$ cat src/sv/fpct_pkg.sv
package fpct_pkg;

  localparam int ENTRIES    = 32;
  localparam int SLOT_W     = $clog2(ENTRIES);
  localparam int CNT_W      = SLOT_W + 1;
  localparam int PAGE_BYTES = 4096;
  localparam int FILE_ID_W  = 16;
  localparam int OFFSET_W   = 48;
  localparam int LENGTH_W   = 13;
  localparam int OP_W       = 2;

  localparam logic [LENGTH_W-1:0] PAGE_LEN = LENGTH_W'(PAGE_BYTES);

  typedef enum logic [OP_W-1:0] {
    OP_LOOKUP = 2'd0,
    OP_FILL   = 2'd1,
    OP_INVAL  = 2'd2
  } op_t;

  typedef enum logic [1:0] {
    ST_IDLE,
    ST_SCAN,
    ST_DONE
  } state_t;

  typedef struct packed {
    logic [FILE_ID_W-1:0] file;
    logic [OFFSET_W-1:0]  offset;
    logic [LENGTH_W-1:0]  length;
  } entry_t;

  typedef struct packed {
    logic              en;
    logic [SLOT_W-1:0] addr;
    entry_t            data;
  } ram_wr_t;

  typedef struct packed {
    logic              vld;
    logic              hit;
    logic [SLOT_W-1:0] slot;
    logic              stored;
  } result_t;

endpackage

$ cat src/sv/fpct_tag_ram.sv
module fpct_tag_ram
  import fpct_pkg::*;
(
  input  logic              clk,
  input  ram_wr_t           wr,
  input  logic              rd_en,
  input  logic [SLOT_W-1:0] rd_addr,
  output entry_t            rd_data
);

  entry_t mem [ENTRIES];

  always_ff @(posedge clk) begin
    if (wr.en) begin
      mem[wr.addr] <= wr.data;
    end
  end

  always_ff @(posedge clk) begin
    if (rd_en) begin
      rd_data <= mem[rd_addr];
    end
  end

endmodule

$ cat src/sv/fpct_ctrl.sv
module fpct_ctrl
  import fpct_pkg::*;
(
  input  logic                 clk,
  input  logic                 rst_n,
  input  logic                 in_valid,
  output logic                 in_stall,
  input  logic [OP_W-1:0]      in_operation,
  input  logic [FILE_ID_W-1:0] in_file_id,
  input  logic [OFFSET_W-1:0]  in_byte_offset,
  input  logic [LENGTH_W-1:0]  in_length,
  input  logic                 out_free,
  output ram_wr_t              ram_wr,
  output logic                 rd_en,
  output logic [SLOT_W-1:0]    rd_addr,
  input  entry_t               rd_data,
  output result_t              res
);

  state_t state_r, state_nxt;

  op_t                  req_op_r, req_op_nxt;
  logic [FILE_ID_W-1:0] req_file_r, req_file_nxt;
  logic [OFFSET_W-1:0]  req_off_r, req_off_nxt;
  logic [LENGTH_W-1:0]  req_len_r, req_len_nxt;

  logic [CNT_W-1:0]     rd_idx_r, rd_idx_nxt;
  logic                 cmp_vld_r, cmp_vld_nxt;
  logic [SLOT_W-1:0]    cmp_idx_r, cmp_idx_nxt;
  logic [ENTRIES-1:0]   valid_r, valid_nxt;
  logic [SLOT_W-1:0]    next_slot_r, next_slot_nxt;

  logic                 res_hit_r, res_hit_nxt;
  logic [SLOT_W-1:0]    res_slot_r, res_slot_nxt;
  logic                 res_stored_r, res_stored_nxt;

  logic accept;
  logic fill_ok;
  logic start_scan;
  logic file_match;
  logic hit_now;
  logic scan_last;

  assign accept     = in_valid && (state_r == ST_IDLE);
  assign fill_ok    = (in_length != '0) && (in_length <= PAGE_LEN);
  assign start_scan = ((in_operation == OP_LOOKUP) && (in_length <= PAGE_LEN)) ||
                      (in_operation == OP_INVAL);

  // Compare stage works on the entry read in the previous cycle.
  assign file_match = cmp_vld_r && valid_r[cmp_idx_r] && (rd_data.file == req_file_r);
  assign hit_now    = file_match && (req_op_r == OP_LOOKUP) &&
                      (rd_data.offset == req_off_r) && (rd_data.length >= req_len_r);
  assign scan_last  = cmp_vld_r && (cmp_idx_r == SLOT_W'(ENTRIES - 1));

  always_comb begin
    state_nxt = state_r;
    case (state_r)
      ST_IDLE: begin
        if (accept) begin
          state_nxt = start_scan ? ST_SCAN : ST_DONE;
        end
      end
      ST_SCAN: begin
        if (hit_now || scan_last) begin
          state_nxt = ST_DONE;
        end
      end
      ST_DONE: begin
        if (out_free) begin
          state_nxt = ST_IDLE;
        end
      end
      default: state_nxt = ST_IDLE;
    endcase
  end

  always_comb begin
    in_stall       = (state_r != ST_IDLE);
    ram_wr.en      = 1'b0;
    ram_wr.addr    = next_slot_r;
    ram_wr.data    = '{file: in_file_id, offset: in_byte_offset, length: in_length};
    rd_en          = 1'b0;
    rd_addr        = rd_idx_r[SLOT_W-1:0];
    req_op_nxt     = req_op_r;
    req_file_nxt   = req_file_r;
    req_off_nxt    = req_off_r;
    req_len_nxt    = req_len_r;
    rd_idx_nxt     = rd_idx_r;
    cmp_vld_nxt    = 1'b0;
    cmp_idx_nxt    = cmp_idx_r;
    valid_nxt      = valid_r;
    next_slot_nxt  = next_slot_r;
    res_hit_nxt    = res_hit_r;
    res_slot_nxt   = res_slot_r;
    res_stored_nxt = res_stored_r;
    res.vld        = (state_r == ST_DONE);
    res.hit        = res_hit_r;
    res.slot       = res_slot_r;
    res.stored     = res_stored_r;

    case (state_r)
      ST_IDLE: begin
        if (accept) begin
          req_op_nxt     = op_t'(in_operation);
          req_file_nxt   = in_file_id;
          req_off_nxt    = in_byte_offset;
          req_len_nxt    = in_length;
          rd_idx_nxt     = '0;
          res_hit_nxt    = 1'b0;
          res_slot_nxt   = '0;
          res_stored_nxt = 1'b0;
          if ((in_operation == OP_FILL) && fill_ok) begin
            ram_wr.en              = 1'b1;
            valid_nxt[next_slot_r] = 1'b1;
            next_slot_nxt          = (next_slot_r == SLOT_W'(ENTRIES - 1)) ?
                                     '0 : next_slot_r + 1'b1;
            res_slot_nxt           = next_slot_r;
            res_stored_nxt         = 1'b1;
          end
        end
      end
      ST_SCAN: begin
        rd_en       = (rd_idx_r < CNT_W'(ENTRIES));
        rd_idx_nxt  = rd_idx_r + CNT_W'(rd_en);
        cmp_vld_nxt = rd_en;
        cmp_idx_nxt = rd_idx_r[SLOT_W-1:0];
        if (file_match && (req_op_r == OP_INVAL)) begin
          valid_nxt[cmp_idx_r] = 1'b0;
        end
        if (hit_now) begin
          res_hit_nxt  = 1'b1;
          res_slot_nxt = cmp_idx_r;
        end
      end
      default: begin
      end
    endcase
  end

  always_ff @(posedge clk) begin
    if (!rst_n) begin
      state_r     <= ST_IDLE;
      valid_r     <= '0;
      next_slot_r <= '0;
      cmp_vld_r   <= 1'b0;
      rd_idx_r    <= '0;
    end else begin
      state_r     <= state_nxt;
      valid_r     <= valid_nxt;
      next_slot_r <= next_slot_nxt;
      cmp_vld_r   <= cmp_vld_nxt;
      rd_idx_r    <= rd_idx_nxt;
    end
  end

  always_ff @(posedge clk) begin
    req_op_r     <= req_op_nxt;
    req_file_r   <= req_file_nxt;
    req_off_r    <= req_off_nxt;
    req_len_r    <= req_len_nxt;
    cmp_idx_r    <= cmp_idx_nxt;
    res_hit_r    <= res_hit_nxt;
    res_slot_r   <= res_slot_nxt;
    res_stored_r <= res_stored_nxt;
  end

endmodule

$ cat src/sv/file_page_cache_tags.sv
// Channel  Ports                                              Direction
// -------  -------------------------------------------------  ---------
// in       in_valid, in_stall, in_operation, in_file_id,      input
//          in_byte_offset, in_length
// out      out_valid, out_stall, out_hit, out_slot, out_stored output
//
// A fill or a rejected request goes straight from idle to the done state, then into the output register.
// A lookup scans the tag RAM one entry per cycle through its single read port and
// stops at the first hit; an invalidate always scans every entry.
// Reset clears the valid bits and the fill pointer at once; tag contents need no clearing.
// A new beat is taken while the previous result waits in the output register under stall.
module file_page_cache_tags
  import fpct_pkg::*;
(
  input  logic                 clk,
  input  logic                 rst_n,
  input  logic                 in_valid,
  output logic                 in_stall,
  input  logic [OP_W-1:0]      in_operation,
  input  logic [FILE_ID_W-1:0] in_file_id,
  input  logic [OFFSET_W-1:0]  in_byte_offset,
  input  logic [LENGTH_W-1:0]  in_length,
  output logic                 out_valid,
  input  logic                 out_stall,
  output logic                 out_hit,
  output logic [SLOT_W-1:0]    out_slot,
  output logic                 out_stored
);

  ram_wr_t           ram_wr;
  logic              rd_en;
  logic [SLOT_W-1:0] rd_addr;
  entry_t            rd_data;
  result_t           res;
  logic              out_free;

  logic              out_valid_r, out_valid_nxt;
  logic              out_hit_r;
  logic [SLOT_W-1:0] out_slot_r;
  logic              out_stored_r;

  assign out_free = !out_valid_r || !out_stall;

  fpct_ctrl u_ctrl (
    .clk            (clk),
    .rst_n          (rst_n),
    .in_valid       (in_valid),
    .in_stall       (in_stall),
    .in_operation   (in_operation),
    .in_file_id     (in_file_id),
    .in_byte_offset (in_byte_offset),
    .in_length      (in_length),
    .out_free       (out_free),
    .ram_wr         (ram_wr),
    .rd_en          (rd_en),
    .rd_addr        (rd_addr),
    .rd_data        (rd_data),
    .res            (res)
  );

  fpct_tag_ram u_tag_ram (
    .clk     (clk),
    .wr      (ram_wr),
    .rd_en   (rd_en),
    .rd_addr (rd_addr),
    .rd_data (rd_data)
  );

  always_comb begin
    out_valid_nxt = out_valid_r;
    if (res.vld && out_free) begin
      out_valid_nxt = 1'b1;
    end else if (!out_stall) begin
      out_valid_nxt = 1'b0;
    end
  end

  always_ff @(posedge clk) begin
    if (!rst_n) begin
      out_valid_r <= 1'b0;
    end else begin
      out_valid_r <= out_valid_nxt;
    end
  end

  always_ff @(posedge clk) begin
    if (res.vld && out_free) begin
      out_hit_r    <= res.hit;
      out_slot_r   <= res.slot;
      out_stored_r <= res.stored;
    end
  end

  assign out_valid  = out_valid_r;
  assign out_hit    = out_hit_r;
  assign out_slot   = out_slot_r;
  assign out_stored = out_stored_r;

endmodule
$ cat config.mk
export PLATFORM = sky130hd
export DESIGN_NAME = file_page_cache_tags
export DESIGN_NICKNAME = d
export VERILOG_FILES = /design/src/sv/fpct_pkg.sv /design/src/sv/fpct_tag_ram.sv /design/src/sv/fpct_ctrl.sv /design/src/sv/file_page_cache_tags.sv
export SDC_FILE = /design/constraint.sdc
export NUM_CORES = 2
export LEC_CHECK = 0
export BUFFER_PORTS_ARGS = -buffer_cell sky130_fd_sc_hd__buf_4
export CORE_MARGIN = 5
export CORE_UTILIZATION = 50
export CTS_BUF_LIST = sky130_fd_sc_hd__clkbuf_16
export CTS_CLUSTER_DIAMETER = 100
export DETAILED_ROUTE_END_ITERATION = 6
export PLACE_DENSITY = 0.65
export SLEW_MARGIN = 25
export SYNTH_ARGS = -nofsm -noshare
export SYNTH_HDL_FRONTEND = slang
export SYNTH_SLANG_ARGS = --single-unit
$ cat constraint.sdc
create_clock -name clk -period 19.6 [get_ports clk]
set_input_delay 1.96 -clock clk [delete_from_list [all_inputs] [get_ports clk]]
set_output_delay 1.96 -clock clk [all_outputs]
set_load 0.01 [all_outputs]
Word-level counts from Yosys, hierarchy flattened
Memory sizes are Yosys's and may differ from the RTL's. A register that Yosys moved wholly into a read port is not among the register bits.
Index checks and enable logic that the tools add are counted.
Storage, ports and cells
  memories kept: 1
  ROM bits: 0
  latch bits: 0
  register bits: 145
  input port bits: 83
  RAM bits: 2464
  output and inout bits: 9
  logic and storage cells: 110
Memories
  u_tag_ram.mem: words 32, width 77, rd ports 1, clocked after Yosys merged registers in 1, wr ports 1, RTL line fpct_tag_ram.sv:11  | entry_t mem [ENTRIES];
Operators by class
  mux-type cells: 33
  multiply operators: 0
  reductions and logical operators: 31
  shift-type cells: 0
  $lt $le $gt $ge: 7
  eq/ne operators: 16
  divide/modulo/power cells: 0
  bitwise operators: 3
  $add $sub $neg: 2
Operators by type and width (number)
  32-bit 2-to-1 mux: 3
  32-bit one-hot mux with 2 select lines: 1
  48-bit == test: 1
  32-bit AND: 1
  32-bit inverter: 1
  32-bit OR: 1
  5-bit 2-to-1 mux: 4
  16-bit == test: 1
  1-bit logical AND: 14
  13-bit >= comparator: 1
  13-bit less-or-equal comparator, second input constant: 1
  1-bit 2-to-1 mux: 13
  13-bit nonzero test: 1
  5-bit by 6-bit < comparator with 1-bit output, second input constant: 2
  2-bit by 1-bit inequality test with 1-bit output, second input constant: 6
  6-bit one-hot mux with 2 select lines: 1
  1-bit demux with 5-bit select: 2
  5-bit == test, second input constant: 2
  5-bit by 1-bit >= comparator with 1-bit output, second input constant: 2
  5-bit one-hot mux with 2 select lines: 1
  3-bit AND reduction: 3
  2-bit 2-to-1 mux: 4
  6-bit by 1-bit adder with 6-bit output: 1
  2-bit == test, second input constant: 3
  other kinds (14): 22

Depth between registers and ports, before layout
  depth after elaboration: 10
  depth in mapped cells: 9
  depth with buffers taken out: 8

Cells and area by module
Synthesis repeated with hierarchy kept, for this count alone.
Unflattened totals
  cell total of the unflattened synthesis: 5168
  area total of the unflattened synthesis: 103325.3 um2
By module, submodules not included
  fpct_tag_ram: cells an instance 4524, instances 1, area each 96042.1 um2, seq. area each 76303.2 um2
  fpct_ctrl: cells an instance 632, instances 1, area each 7031.7 um2, seq. area each 3653.5 um2
  file_page_cache_tags: cells an instance 12, instances 1, area each 251.5 um2, seq. area each 230.2 um2

Least setup slack after synthesis
OpenSTA, ideal clock, no wires.
  kind: input port to flip-flop
  start: input in_valid
  end: register u_ctrl.valid_r[15]
  slack: 9.159 ns
  library setup time: 0.083 ns
  buffers on the path: 0
  stages on the path: 5
  arrival: 10.358 ns
  required time: 19.517 ns
  cells stage by stage: nand2_1 > inv_1 > nand2b_4 > nor3b_1 > o221a_2
On the way
  longest elaborated chain between the ends: 3
RTL lines
  start, declared: RTL line file_page_cache_tags.sv:17  | input logic in_valid,
  1-bit logical AND: RTL line fpct_ctrl.sv:44  | assign accept = in_valid && (state_r == ST_IDLE);
  2-bit by 1-bit inequality test with 1-bit output (no source line)
  4-bit AND reduction (no source line)
  end signal, assigned: RTL line fpct_ctrl.sv:149  | valid_r <= valid_nxt;
  end, declared: RTL line fpct_ctrl.sv:30  | logic [ENTRIES-1:0] valid_r, valid_nxt;
Every way passes these cells.
A chain may end at the register's enable or synchronous reset.

Worst setup path in the final report
  start: input in_length[6]
  end: memory u_tag_ram.mem[12][48] (netlist bit), enable pin
On the way
  longest elaborated chain between the ends: 8
  elaborated cells on any way between the ends: 9
  those cells by class: 1 x order compare; 5 x mux; 3 x reduce/logical
RTL lines
  start, declared: RTL line file_page_cache_tags.sv:22  | input logic [LENGTH_W-1:0] in_length,
  13-bit less-or-equal comparator or 13-bit nonzero test (tied branches): RTL line fpct_ctrl.sv:45  | assign fill_ok = (in_length != '0) && (in_length <= PAGE_LEN);
  1-bit logical AND *: RTL line fpct_ctrl.sv:45
  1-bit logical AND *: RTL line fpct_ctrl.sv:112  | if ((in_operation == OP_FILL) && fill_ok) begin
  1-bit 2-to-1 mux *: RTL line fpct_ctrl.sv:112
  1-bit 2-to-1 mux *: RTL line fpct_ctrl.sv:103  | if (accept) begin
  1-bit 2-to-1 mux *: RTL line fpct_ctrl.sv:101  | case (state_r)
  1-bit 2-to-1 mux *: RTL line fpct_tag_ram.sv:14  | if (wr.en) begin
  1-bit 2-to-1 mux (not written as such) *: RTL line fpct_tag_ram.sv:15  | mem[wr.addr] <= wr.data;
  end, declared: RTL line fpct_tag_ram.sv:11
Every way passes the cells marked *; elsewhere a longest branch is shown, timed or not.

==> flow_metrics.py <==
metrics = {
    "synth": {
        "synth_flop_cell": "edfxtp_1",
        "synth_area_um2": 102000,
        "async_reset_ff_share_pct": 0,
        "syn_inst": 4175,
        "synth_common_cells": "2639 x edfxtp_1, 770 x mux4_2, 146 x clkbuf_1, 90 x mux2_2, 57 x nor2_1",
        "yosys_warnings": 0,
        "synth.top_cell.area_share_pct": 77.6,
        "ys_ff_latch": 2686,
        "seq_area_frac_synth_pct": 78.5,
        "netlist_top_cells_area": "edfxtp_1 78%, mux4_2 17%, mux2_2 0.99%",
        "syn_nets": 4278,
        "synthDistinctLibCells": 70,
        "synth-edff-count": 2639,
        "synth_top_cell_by_area": "edfxtp_1",
        "postSynthAreaPerCell_um2": 24.5,
        "yosysMostFrequentCell": "edfxtp_1",
    },
    "clocking": {
        "cts_inserted_buffers": 280,
        "cts-root-buf": "clkbuf_16",
        "cts_tree": "done",
        "cts_hold_buf": 0,
        "ctsResizeCount": 0,
        "cts_max_level": 5,
        "ctsLongestPathBuffers": 4,
        "worstSkewPairLatency_ps": 920,
        "clk_pin_slew_ps": 60,
        "post_cts_buffers": 0,
        "cts.sinks": 2686,
    },
    "critical_path": {
        "critPathRequiredTime_ps": 20110,
        "critPathMaxStageDelay_ps": 830,
        "regToRegStartpoint": "u_ctrl.rd_idx_r[0]$_SDFFE_PN0P_",
        "path_class": "in -> reg",
        "path_cells": "buf_4, or4_1, o31ai_1, and4bb_1, nand2_1, nor2_4, buf_4, buf_4",
        "slowest_stage": "nor2_4",
        "rrSetupSlack_ps": 13770,
        "cp_max_fo": 34,
        "start_kind": "primary input",
        "crit_family": "simple AND/OR/NAND/NOR gates",
        "timing.rr.end": "u_tag_ram.rd_data[39]$_DFFE_PP_",
        "r2r_cells": 7,
        "crit_top_cell": "buf_4",
        "worst_setup_path_end_kind": "flip-flop",
        "critical_path_buf_inv_count": 3,
        "arrival_ps": 6730,
    },
    "hold_path": {
        "hold_class": "reg -> reg",
        "whs_path_depth": 0,
        "min_from": "u_ctrl.res_slot_r[0]$_DFFE_PP_",
        "hold_end": "out_slot[0]$_DFFE_PP_",
    },
    "routing": {
        "vias_per_cell": 6.30,
        "first_pass_iters": 6,
        "drtIter0Drc": 5579,
        "wl_mm": 239,
        "wire_per_inst_um": 32.6,
        "antenna_left": 0,
        "drc_errors": 0,
        "vias": 46178,
    },
    "die": {
        "die_width_um": 462,
        "core_area_um2": 204000,
        "die_h_um": 462,
        "std_cell_rows": 166,
        "initial_core_util_pct": 50.1,
        "io_pins": 92,
        "die_area_um2": 213000,
    },
    "pwr": {
        "p_leak_nw": 34.9,
        "clkPwrFrac_pct": 42.1,
        "p_int_mw": 9.29,
        "sw_frac_of_total_pct": 20.1,
        "peakVddDrop_uv": 97.5,
        "p_sw_mw": 2.33,
        "powerDensity_nw_per_um2": 101,
        "pwr-share-comb_pct": 3.2,
        "seq_power_share_pct": 54.7,
    },
    "timing": {
        "slew_violations": 0,
        "rsz0062_at_grt": "false",
        "finalSetupTns_ps": 0,
        "finalCriticalPeriod_ps": 6220,
        "hold_viol": 0,
        "worst_pin_slew_ps": 1090,
        "finClkSkew_ps": 66.1,
        "period_share_pct": 31.7,
        "clock.fmax_mhz": 161,
        "maxSlewHeadroom_pct": 27.4,
        "final-setup-viol-count": 0,
    },
    "layout": {
        "area_growth_pct": 12.5,
        "drive_above_1_share_pct": 31.7,
        "nets": 4551,
        "fillers": 14669,
        "final_util_pct": 56.4,
    },
    "placement": {
        "portBuffers": 91,
        "place_congestion": 0.792,
        "post-dp-hpwl_mm": 125,
    },
    "grt": {
        "overflow": 0,
        "antenna_found_initial": 13,
        "grt_pass1_vias": 46514,
        "grt_max_degree": 140,
        "grt_util_all_layers_pct": 22.6,
        "grt_pass1_wl_mm": 342,
    },
    "run": {
        "drv_cap": 0,
    },
    "run_status": {
        "status": "complete, no violations",
    },
}
## area by class of cell
cell class,instances,area [µm²],share of cell area [%]
inverters,35,134,0.116
diodes,4,10.0,0.00870
multi-input cells,1248,21300,18.5
clock inverters,184,1120,0.971
repair buffers,197,1640,1.43
well taps,2688,3360,2.92
clock buffers,290,7260,6.31
flip-flops and latches,2686,80200,69.8
## cell usage in the layout (no fill, tap or decap), types with 31 or more instances in the layout
master / count
mux2_2: 90
inv_1: 93
clkbuf_16: 290
buf_4: 183
clkinv_2: 39
nor2_4: 31
edfxtp_1: 2639
dfxtp_1: 42
nand2_1: 36
xor2_1: 36
clkinv_1: 59
mux4_2: 770
a21oi_1: 37
## registers in the layout, indices dropped and copies added, names as in the netlist, 2 cells and up
name,cells
u_tag_ram.rd_data,77
u_ctrl.req_off_r,48
u_ctrl.rd_idx_r,6
u_ctrl.res_slot_r,5
u_ctrl.req_len_r,13
u_ctrl.req_file_r,16
u_ctrl.next_slot_r,5
u_ctrl.valid_r,32
u_ctrl.state_r,2
u_ctrl.req_op_r,2
u_tag_ram.mem,2464
u_ctrl.cmp_idx_r,5
out_slot,5
## logic make-up after synthesis
| kind of cell | Yosys count | synth area share (%) |
|---|---|---|
| flops | 2686 | 78.5 |
| compound gates | 120 | 0.792 |
| buf+inv | 241 | 0.954 |
| fa+ha+maj | 20 | 0.245 |
| xor+xnor | 52 | 0.446 |
| mux | 864 | 18.0 |
| simple gates | 192 | 1.08 |
## per-stage QoR
step	setup WS (ps)	power, mW	instance area (µm²)	hold slack (ps)	instances
CTS	13260	11.7	115000	423	7326
finish	13380	11.6	115000	423	7332
global route	13190	12.0	115000	428	7330
global placement	12320	6.85	106000	406	6849
floorplan	9160	6.68	102000	400	4175
detailed placement	12430	6.85	107000	408	6852
## how the worst max path moves through the flow
stage	depth (start not counted)	start	to	slack [ps]
after detailed placement	8	in_length[6]	u_tag_ram.mem[13][45]$_DFFE_PP_	12430
after floorplan	5	in_valid	u_ctrl.valid_r[15]$_SDFFE_PN0P_	9160
after global routing	7	u_ctrl.rd_idx_r[0]$_SDFFE_PN0P_	u_tag_ram.rd_data[39]$_DFFE_PP_	13190
after CTS	7	u_ctrl.rd_idx_r[0]$_SDFFE_PN0P_	u_tag_ram.rd_data[39]$_DFFE_PP_	13260
final	8	in_length[6]	u_tag_ram.mem[12][48]$_DFFE_PP_	13380
after global placement	8	in_length[6]	u_tag_ram.mem[12][46]$_DFFE_PP_	12320
## routing by layer
| layer | GRT usage [%] | part of all wire, % |
|---|---|---|
| met5 | 0 | 0.020 |
| met4 | 6.31 | 2.6 |
| met3 | 5.25 | 8.7 |
| met2 | 35.1 | 48 |
| met1 | 32.6 | 41 |
## power groups by stage
stage	Clock (mW)	Sequential, mW	Combinational (mW)
global placement	0	6.48	0.370
floorplan	0	6.47	0.207
finish	4.90	6.36	0.371
detailed placement	0	6.48	0.378
CTS	4.99	6.35	0.378
global route	5.24	6.35	0.398
## worst register-to-register path: cells and delay by family (launching register included)
| family | cells | cell delay (ps) |
|---|---|---|
| flip-flops | 1 | 880 |
| buffers and inverters | 4 | 3160 |
| multiplexers | 3 | 1520 |
Note: power is estimated with default switching activity, not from simulation.
